**src/ffan_pkg.sv**
```systemverilog
package ffan_pkg;

	// Field widths
	localparam int REF_W = 21;
	localparam int IDX_W = 20;
	localparam int CNT_REG_W = 21;
	localparam int CFG_IDX_W = 2;

	// Record counts above this act as this
	localparam logic [CNT_REG_W-1:0] COUNT_CAP = CNT_REG_W'(1 << IDX_W);

	// Fan limit per face
	localparam int MAX_CORNERS = 16;
	localparam int CORNER_CNT_W = $clog2(MAX_CORNERS + 1);

	// Configuration register indexes
	localparam logic [CFG_IDX_W-1:0] CFG_POSITION_COUNT = 2'd0;
	localparam logic [CFG_IDX_W-1:0] CFG_TEXCOORD_COUNT = 2'd1;
	localparam logic [CFG_IDX_W-1:0] CFG_NORMAL_COUNT = 2'd2;

	// Vertex slot within a fan triangle
	localparam logic [1:0] VTX_FIRST = 2'd0;
	localparam logic [1:0] VTX_PREV = 2'd1;
	localparam logic [1:0] VTX_CUR = 2'd2;

	typedef struct packed {
		logic [REF_W-1:0] normal;
		logic [REF_W-1:0] texcoord;
		logic [REF_W-1:0] position;
	} corner_t;

	typedef struct packed {
		logic [IDX_W-1:0] index;
		logic present;
		logic ok;
	} ref_res_t;

endpackage

```
**src/ffan_resolve.sv**
```systemverilog
module ffan_resolve (
	input  logic [ffan_pkg::REF_W-1:0]     ref_val,
	input  logic [ffan_pkg::CNT_REG_W-1:0] count,
	input  logic                           optional_ref,
	output ffan_pkg::ref_res_t             res
);
	import ffan_pkg::*;

	logic             is_zero;
	logic             is_pos;
	logic             absent;
	logic [REF_W:0]   idx_pos;
	logic [REF_W:0]   idx_neg;
	logic [REF_W:0]   idx;
	logic             in_range;

	// Positive refs are one-based; others count back from the record count
	always_comb begin
		is_zero = (ref_val == '0);
		is_pos = !ref_val[REF_W-1] && !is_zero;
		absent = optional_ref && is_zero;
		idx_pos = {1'b0, ref_val} - (REF_W+1)'(1);
		idx_neg = {1'b0, count} + {ref_val[REF_W-1], ref_val};
		idx = is_pos ? idx_pos : idx_neg;
		in_range = !absent && !idx[REF_W] && (idx < {1'b0, count});
		res.present = !absent;
		res.ok = in_range;
		res.index = in_range ? idx[IDX_W-1:0] : '0;
	end

endmodule

```
**src/face_fan_triangulator.sv**
```systemverilog
// A fan triangle's vertices pass from the triangle buffer through the output register.
// Throughput: one vertex per cycle while the output is not stalled; a corner that closes a triangle
// waits for a free triangle buffer, since a single resolve path feeds the output register.
// Corners that emit nothing are taken every cycle, even while a triangle drains.
// Reset clears the record counts, the corner count and all valid flags.
module face_fan_triangulator (
	input  logic                               clk,
	input  logic                               arst_n,
	input  logic                               cfg_write,
	input  logic [ffan_pkg::CFG_IDX_W-1:0]     cfg_index,
	input  logic [ffan_pkg::CNT_REG_W-1:0]     cfg_data,
	input  logic                               in_valid,
	output logic                               in_ready,
	input  logic [ffan_pkg::REF_W-1:0]         position_ref,
	input  logic [ffan_pkg::REF_W-1:0]         texcoord_ref,
	input  logic [ffan_pkg::REF_W-1:0]         normal_ref,
	input  logic                               face_end,
	output logic                               out_valid,
	input  logic                               out_ready,
	output logic [ffan_pkg::IDX_W-1:0]         position_index,
	output logic                               position_ok,
	output logic [ffan_pkg::IDX_W-1:0]         texcoord_index,
	output logic                               texcoord_present,
	output logic                               texcoord_ok,
	output logic [ffan_pkg::IDX_W-1:0]         normal_index,
	output logic                               normal_present,
	output logic                               normal_ok,
	output logic                               triangle_last
);
	import ffan_pkg::*;

	logic [CNT_REG_W-1:0]    position_cnt_q;
	logic [CNT_REG_W-1:0]    texcoord_cnt_q;
	logic [CNT_REG_W-1:0]    normal_cnt_q;
	logic [CNT_REG_W-1:0]    cfg_clamped;

	corner_t                 in_corner;
	corner_t                 first_corner_q;
	corner_t                 prev_corner_q;
	logic [CORNER_CNT_W-1:0] corner_cnt_q;
	logic                    below_max;
	logic                    emits;
	logic                    in_fire;

	corner_t                 tri_first_s1;
	corner_t                 tri_prev_s1;
	corner_t                 tri_cur_s1;
	logic                    tri_valid_s1;
	logic [1:0]              vtx_sel_s1;
	logic                    s1_move;
	logic                    s1_done;
	corner_t                 vtx_corner;

	ref_res_t                pos_res;
	ref_res_t                tex_res;
	ref_res_t                nrm_res;
	logic                    out_valid_q;

	// Clamp count writes to the record cap
	assign cfg_clamped = (cfg_data > COUNT_CAP) ? COUNT_CAP : cfg_data;

	always_ff @(posedge clk or negedge arst_n) begin
		if (!arst_n) begin
			position_cnt_q <= '0;
			texcoord_cnt_q <= '0;
			normal_cnt_q <= '0;
		end else if (cfg_write) begin
			case (cfg_index)
				CFG_POSITION_COUNT: position_cnt_q <= cfg_clamped;
				CFG_TEXCOORD_COUNT: texcoord_cnt_q <= cfg_clamped;
				CFG_NORMAL_COUNT:   normal_cnt_q <= cfg_clamped;
				default:            ;
			endcase
		end
	end

	// Request acceptance: a corner that emits must wait for a free triangle buffer
	assign in_corner = '{normal: normal_ref, texcoord: texcoord_ref, position: position_ref};
	assign below_max = corner_cnt_q < CORNER_CNT_W'(MAX_CORNERS);
	assign emits = below_max && (corner_cnt_q >= CORNER_CNT_W'(2));
	assign s1_move = tri_valid_s1 && (!out_valid_q || out_ready);
	assign s1_done = s1_move && (vtx_sel_s1 == VTX_CUR);
	assign in_ready = !tri_valid_s1 || s1_done || !emits;
	assign in_fire = in_valid && in_ready;

	// Track first and previous corner of the face
	always_ff @(posedge clk or negedge arst_n) begin
		if (!arst_n) begin
			corner_cnt_q <= '0;
			first_corner_q <= '0;
			prev_corner_q <= '0;
		end else if (in_fire) begin
			if (below_max) begin
				if (corner_cnt_q == '0) begin
					first_corner_q <= in_corner;
				end
				prev_corner_q <= in_corner;
			end
			if (face_end) begin
				corner_cnt_q <= '0;
			end else if (below_max) begin
				corner_cnt_q <= corner_cnt_q + CORNER_CNT_W'(1);
			end
		end
	end

	// Triangle buffer control: load on an emitting request, drop after the third vertex
	always_ff @(posedge clk or negedge arst_n) begin
		if (!arst_n) begin
			tri_valid_s1 <= 1'b0;
			vtx_sel_s1 <= VTX_FIRST;
		end else if (in_fire && emits) begin
			tri_valid_s1 <= 1'b1;
			vtx_sel_s1 <= VTX_FIRST;
		end else if (s1_done) begin
			tri_valid_s1 <= 1'b0;
			vtx_sel_s1 <= VTX_FIRST;
		end else if (s1_move) begin
			vtx_sel_s1 <= vtx_sel_s1 + 2'd1;
		end
	end

	// Triangle buffer payload
	always_ff @(posedge clk) begin
		if (in_fire && emits) begin
			tri_first_s1 <= first_corner_q;
			tri_prev_s1 <= prev_corner_q;
			tri_cur_s1 <= in_corner;
		end
	end

	// Pick the vertex to resolve
	always_comb begin
		case (vtx_sel_s1)
			VTX_FIRST: vtx_corner = tri_first_s1;
			VTX_PREV:  vtx_corner = tri_prev_s1;
			VTX_CUR:   vtx_corner = tri_cur_s1;
			default:   vtx_corner = tri_cur_s1;
		endcase
	end

	ffan_resolve u_pos (
		.ref_val      (vtx_corner.position),
		.count        (position_cnt_q),
		.optional_ref (1'b0),
		.res          (pos_res)
	);

	ffan_resolve u_tex (
		.ref_val      (vtx_corner.texcoord),
		.count        (texcoord_cnt_q),
		.optional_ref (1'b1),
		.res          (tex_res)
	);

	ffan_resolve u_nrm (
		.ref_val      (vtx_corner.normal),
		.count        (normal_cnt_q),
		.optional_ref (1'b1),
		.res          (nrm_res)
	);

	// Output register: hold while stalled, advance when the buffer moves
	always_ff @(posedge clk or negedge arst_n) begin
		if (!arst_n) begin
			out_valid_q <= 1'b0;
		end else if (s1_move) begin
			out_valid_q <= 1'b1;
		end else if (out_ready) begin
			out_valid_q <= 1'b0;
		end
	end

	always_ff @(posedge clk) begin
		if (s1_move) begin
			position_index <= pos_res.index;
			position_ok <= pos_res.ok;
			texcoord_index <= tex_res.index;
			texcoord_present <= tex_res.present;
			texcoord_ok <= tex_res.ok;
			normal_index <= nrm_res.index;
			normal_present <= nrm_res.present;
			normal_ok <= nrm_res.ok;
			triangle_last <= (vtx_sel_s1 == VTX_CUR);
		end
	end

	assign out_valid = out_valid_q;

	// Checks
	a_sel_range: assert property (@(posedge clk) disable iff (!arst_n)
		tri_valid_s1 |-> (vtx_sel_s1 != 2'd3))
		else $error("vertex select out of range");

	a_tri_load: assert property (@(posedge clk) disable iff (!arst_n)
		(in_fire && emits) |=> (tri_valid_s1 && (vtx_sel_s1 == VTX_FIRST)))
		else $error("triangle buffer not loaded");

	a_cnt_max: assert property (@(posedge clk) disable iff (!arst_n)
		corner_cnt_q <= CORNER_CNT_W'(MAX_CORNERS))
		else $error("corner count past limit");

	a_ok_present: assert property (@(posedge clk) disable iff (!arst_n)
		out_valid_q |-> ((!texcoord_ok || texcoord_present) && (!normal_ok || normal_present)))
		else $error("ok flag without present flag");

	a_no_overrun: assert property (@(posedge clk) disable iff (!arst_n)
		(tri_valid_s1 && !s1_done) |-> !(in_fire && emits))
		else $error("triangle buffer overwritten");

endmodule

```
**config.mk**
```make
export PLATFORM = sky130hd
export DESIGN_NAME = face_fan_triangulator
export DESIGN_NICKNAME = d
export VERILOG_FILES = /design/src/ffan_pkg.sv /design/src/ffan_resolve.sv /design/src/face_fan_triangulator.sv
export SDC_FILE = /design/constraint.sdc
export NUM_CORES = 1
export LEC_CHECK = 0
export BUFFER_PORTS_ARGS = -buffer_cell sky130_fd_sc_hd__clkbuf_2
export CORE_ASPECT_RATIO = 0.8
export CORE_MARGIN = 2
export CORE_UTILIZATION = 60
export CTS_CLUSTER_DIAMETER = 100
export DETAILED_ROUTE_END_ITERATION = 10
export GPL_TIMING_DRIVEN = 0
export PLACE_DENSITY = 0.79
export SYNTH_ARGS = -nofsm -noshare
export SYNTH_HDL_FRONTEND = slang
export SYNTH_HIERARCHICAL = 1
export SYNTH_SLANG_ARGS = --single-unit
```
**constraint.sdc**
```tcl
create_clock -name clk -period 32.9 [get_ports clk]
set_input_delay 1.645 -clock clk [delete_from_list [all_inputs] [get_ports clk]]
set_output_delay 1.645 -clock clk [all_outputs]
set_load 0.005 [all_outputs]
```
==> summary.txt <==
Global routing
  – Vias in the first global route: 18150
  – GRT Total Usage: 0.3472
  – First-pass GRT wire length: 109.7 mm
  – Total gr overflow: 0
  – Initial antenna violation count: 6
  – Largest net degree at the start of global routing: 112

Detailed routing
  – Initial detailed-routing violation count: 2043
  – Total wire length: 72.24 mm
  – DR WL/cell: 24.42 um
  – Met3 routed WL: 7.349 mm
  – Metal2 WL: 31.63 mm
  – Via count: 18600
  – Vias per inst: 6.289
  – DR top layer: met5
  – Total iterations of the first detailed-routing run: 5
  – DRC: 0
  – Final ANT Viol Nets: 0
  – DRT met1 WL: 31.69 mm

STA
  – Unrepaired setup endpoints after global routing: no
  – Slew Limit Fails: 0
  – Final Worst Setup Slack: 25.46 ns
  – Tightest Pin Transition: 1.467 ns
  – Final setup vio count: 0
  – Final Skew: 0.01908 ns
  – Final period util: 0.2262
  – Fmax: 134.4 MHz
  – Fin crit period: 7.440 ns
  – Setup_tns: 0 ns
  – Slew HR: 0.01188
  – Final hold violations: 0

Layout
  – Fill cell total of the finished layout: 2898
  – Layout cells sized above 1: 0.1924
  – Design area: 27460 um^2
  – Syn-to-layout area delta: 13.59%
  – Finished Layout Cells: 2958
  – Final net count: 2607

Yosys
  – Synth Warn #: 6
  – Avg Inst Size Synth: 11.22 um^2
  – Mapped cell area: 24180 um^2
  – Mapped Cells: 2154

Worst setup path
  – Worst R2R End: texcoord_ok
  – Cell count of the worst reg-to-reg path: 23
  – Critical path required time: 33.24 ns
  – Critical Path Sink Type: flip-flop
  – Critical path launch point type: flip-flop
  – Critical R2R Launch: vtx_sel_s1[1]
  – Crit-path max FO: 10
  – CP arrival: 7.78 ns
  – Setup CP Type: reg -> reg
  – R2R Setup Slk: 25.46 ns

Floorplan
  – Initial core utilization: 0.6104
  – Die Y: 183.5 um
  – Core box area: 39610 um^2
  – Row count: 65
  – # IOs: 160
  – Die Wd: 228.4 um
  – Die area: 41930 um^2

Min path
  – Type of the tightest min-delay check: reg -> reg
  – Min-Delay Endpoint: tri_first_s1[10]
  – Hold path cells: 0
  – Hold path startpoint: first_corner_q[10]

CTS
  – CTS HTree Levels: 2
  – Reg clk slew, reported paths: 0.07 ns
  – Skew-Pair Late Insertion Delay: 0.60 ns
  – CTS buffer count: 45
  – TritonCTS clock tree: yes
  – Setup bufs post-CTS: 0
  – Cts repair resizes: 0
  – Hold_buf cts: 0
  – CTS root buffer: clkbuf_16
  – Clk buf depth: 3
  – Sink Count: 453

Placement
  – Post-Place Setup Slack: 25.75 ns
  – Number of buffers added on ports: 159
  – Placed insts: 2868
  – RePlAce Congestion: 0.9552
  – DP Area: 25870 um^2
  – Detailed placement HPWL: 53.17 mm

Pwr
  – Leakage power: 11.39 nW
  – Total power divided by cell area: 107.8 nW/um^2
  – Max VDD drop: 0.06743 mV
  – Tot Pwr: 2.961 mW

Run
  – Max_cap viols: 1

Run status
  – Outcome: finished, violations left
  – Failing checks: capacitance limit
==> metal layers <==
layer  track usage  vias to the layer above
met5             0                        -
met4       0.09804                        2
met3       0.08313                      121
met2        0.5217                      929
met1        0.5067                     9181
li1              -                     8369
==> worst max-delay path, cell delays in order (launching register included) <==
cell and delay [ns]:
dfrtp_1 0.40, clkbuf_1 0.36, clkbuf_1 0.55, clkbuf_1 0.63
nand2_1 0.09, o21ai_0 0.43, ha_1 0.49, and4_1 0.33
and3_1 0.21, a21oi_1 0.59, a211oi_1 0.23, or3_1 0.35
a31oi_1 0.28, inv_1 0.09, ha_1 0.29, and4_1 0.19
nand4_1 0.17, nor3_1 0.45, nand3_1 0.20, o22ai_1 0.25
or4_4 0.23, buf_6 0.17, nor2_1 0.05, buf_4 0.13
==> layout by cell type (no fill, tap or decap), drive strengths merged, types with 43 or more instances in the layout <==
| master | count |
|---|---|
| ha | 131 |
| buf | 59 |
| a211oi | 43 |
| edfxtp | 255 |
| a21oi | 107 |
| nor2 | 122 |
| o21ai | 197 |
| dfrtp | 198 |
| clkbuf | 274 |
| a21o | 45 |
| xnor2 | 47 |
| mux2 | 127 |
| inv | 104 |
| mux2i | 67 |
| nand2 | 240 |
==> sequential cells by signal, indices dropped and copies added (netlist names), 2 cells and up <==
register        flops
first_corner_q     63
normal_index       20
prev_corner_q      63
texcoord_index     20
position_index     20
tri_prev_s1        63
position_cnt_q     21
tri_cur_s1         63
vtx_sel_s1          2
texcoord_cnt_q     21
tri_first_s1       63
corner_cnt_q        5
normal_cnt_q       21
==> where the power goes <==
group | internal [mW] | leakage (nW) | switching, mW
Sequential | 0.831 | 4.85 | 0.0810
Combinational | 0.558 | 5.78 | 0.943
Clock | 0.317 | 0.759 | 0.231
==> worst max-delay path by stage <==
| stage | from | endpoint | slack (ns) | cells after the start |
|---|---|---|---|---|
| finish | vtx_sel_s1[1] | texcoord_ok | 25.46 | 23 |
| global route | vtx_sel_s1[1] | normal_ok | 25.14 | 23 |
| CTS | vtx_sel_s1[1] | texcoord_ok | 25.69 | 23 |
| detailed placement | vtx_sel_s1[1] | texcoord_ok | 25.75 | 23 |
| global placement | in_valid | tri_cur_s1[48] | 12.18 | 4 |
| floorplan | in_valid | tri_cur_s1[0] | 16.23 | 3 |
==> per-stage QoR <==
| stage | hold slack, ns | utilization |
|---|---|---|
| finish | 0.4427 | 0.6933 |
| floorplan | 0.4194 | - |
| CTS | 0.4402 | 0.6926 |
| global route | 0.4529 | 0.6933 |
| global placement | 0.4226 | 0.6477 |
| detailed placement | 0.4275 | 0.6531 |
==> layout make-up <==
cell class              instances  area (um^2)  share of cell area
diodes                          5        12.51           0.0004556
plain buffers                  90        496.7             0.01809
clock buffers                  66         1297             0.04725
clock inverters                17        269.0            0.009796
inverters                     101        381.6             0.01390
multi-input cells            1513        10700              0.3898
flip-flops and latches        453        12610              0.4593
well taps                     536        670.6             0.02442
repair buffers                177         1016             0.03700
Note: power is estimated with default switching activity, not from simulation.
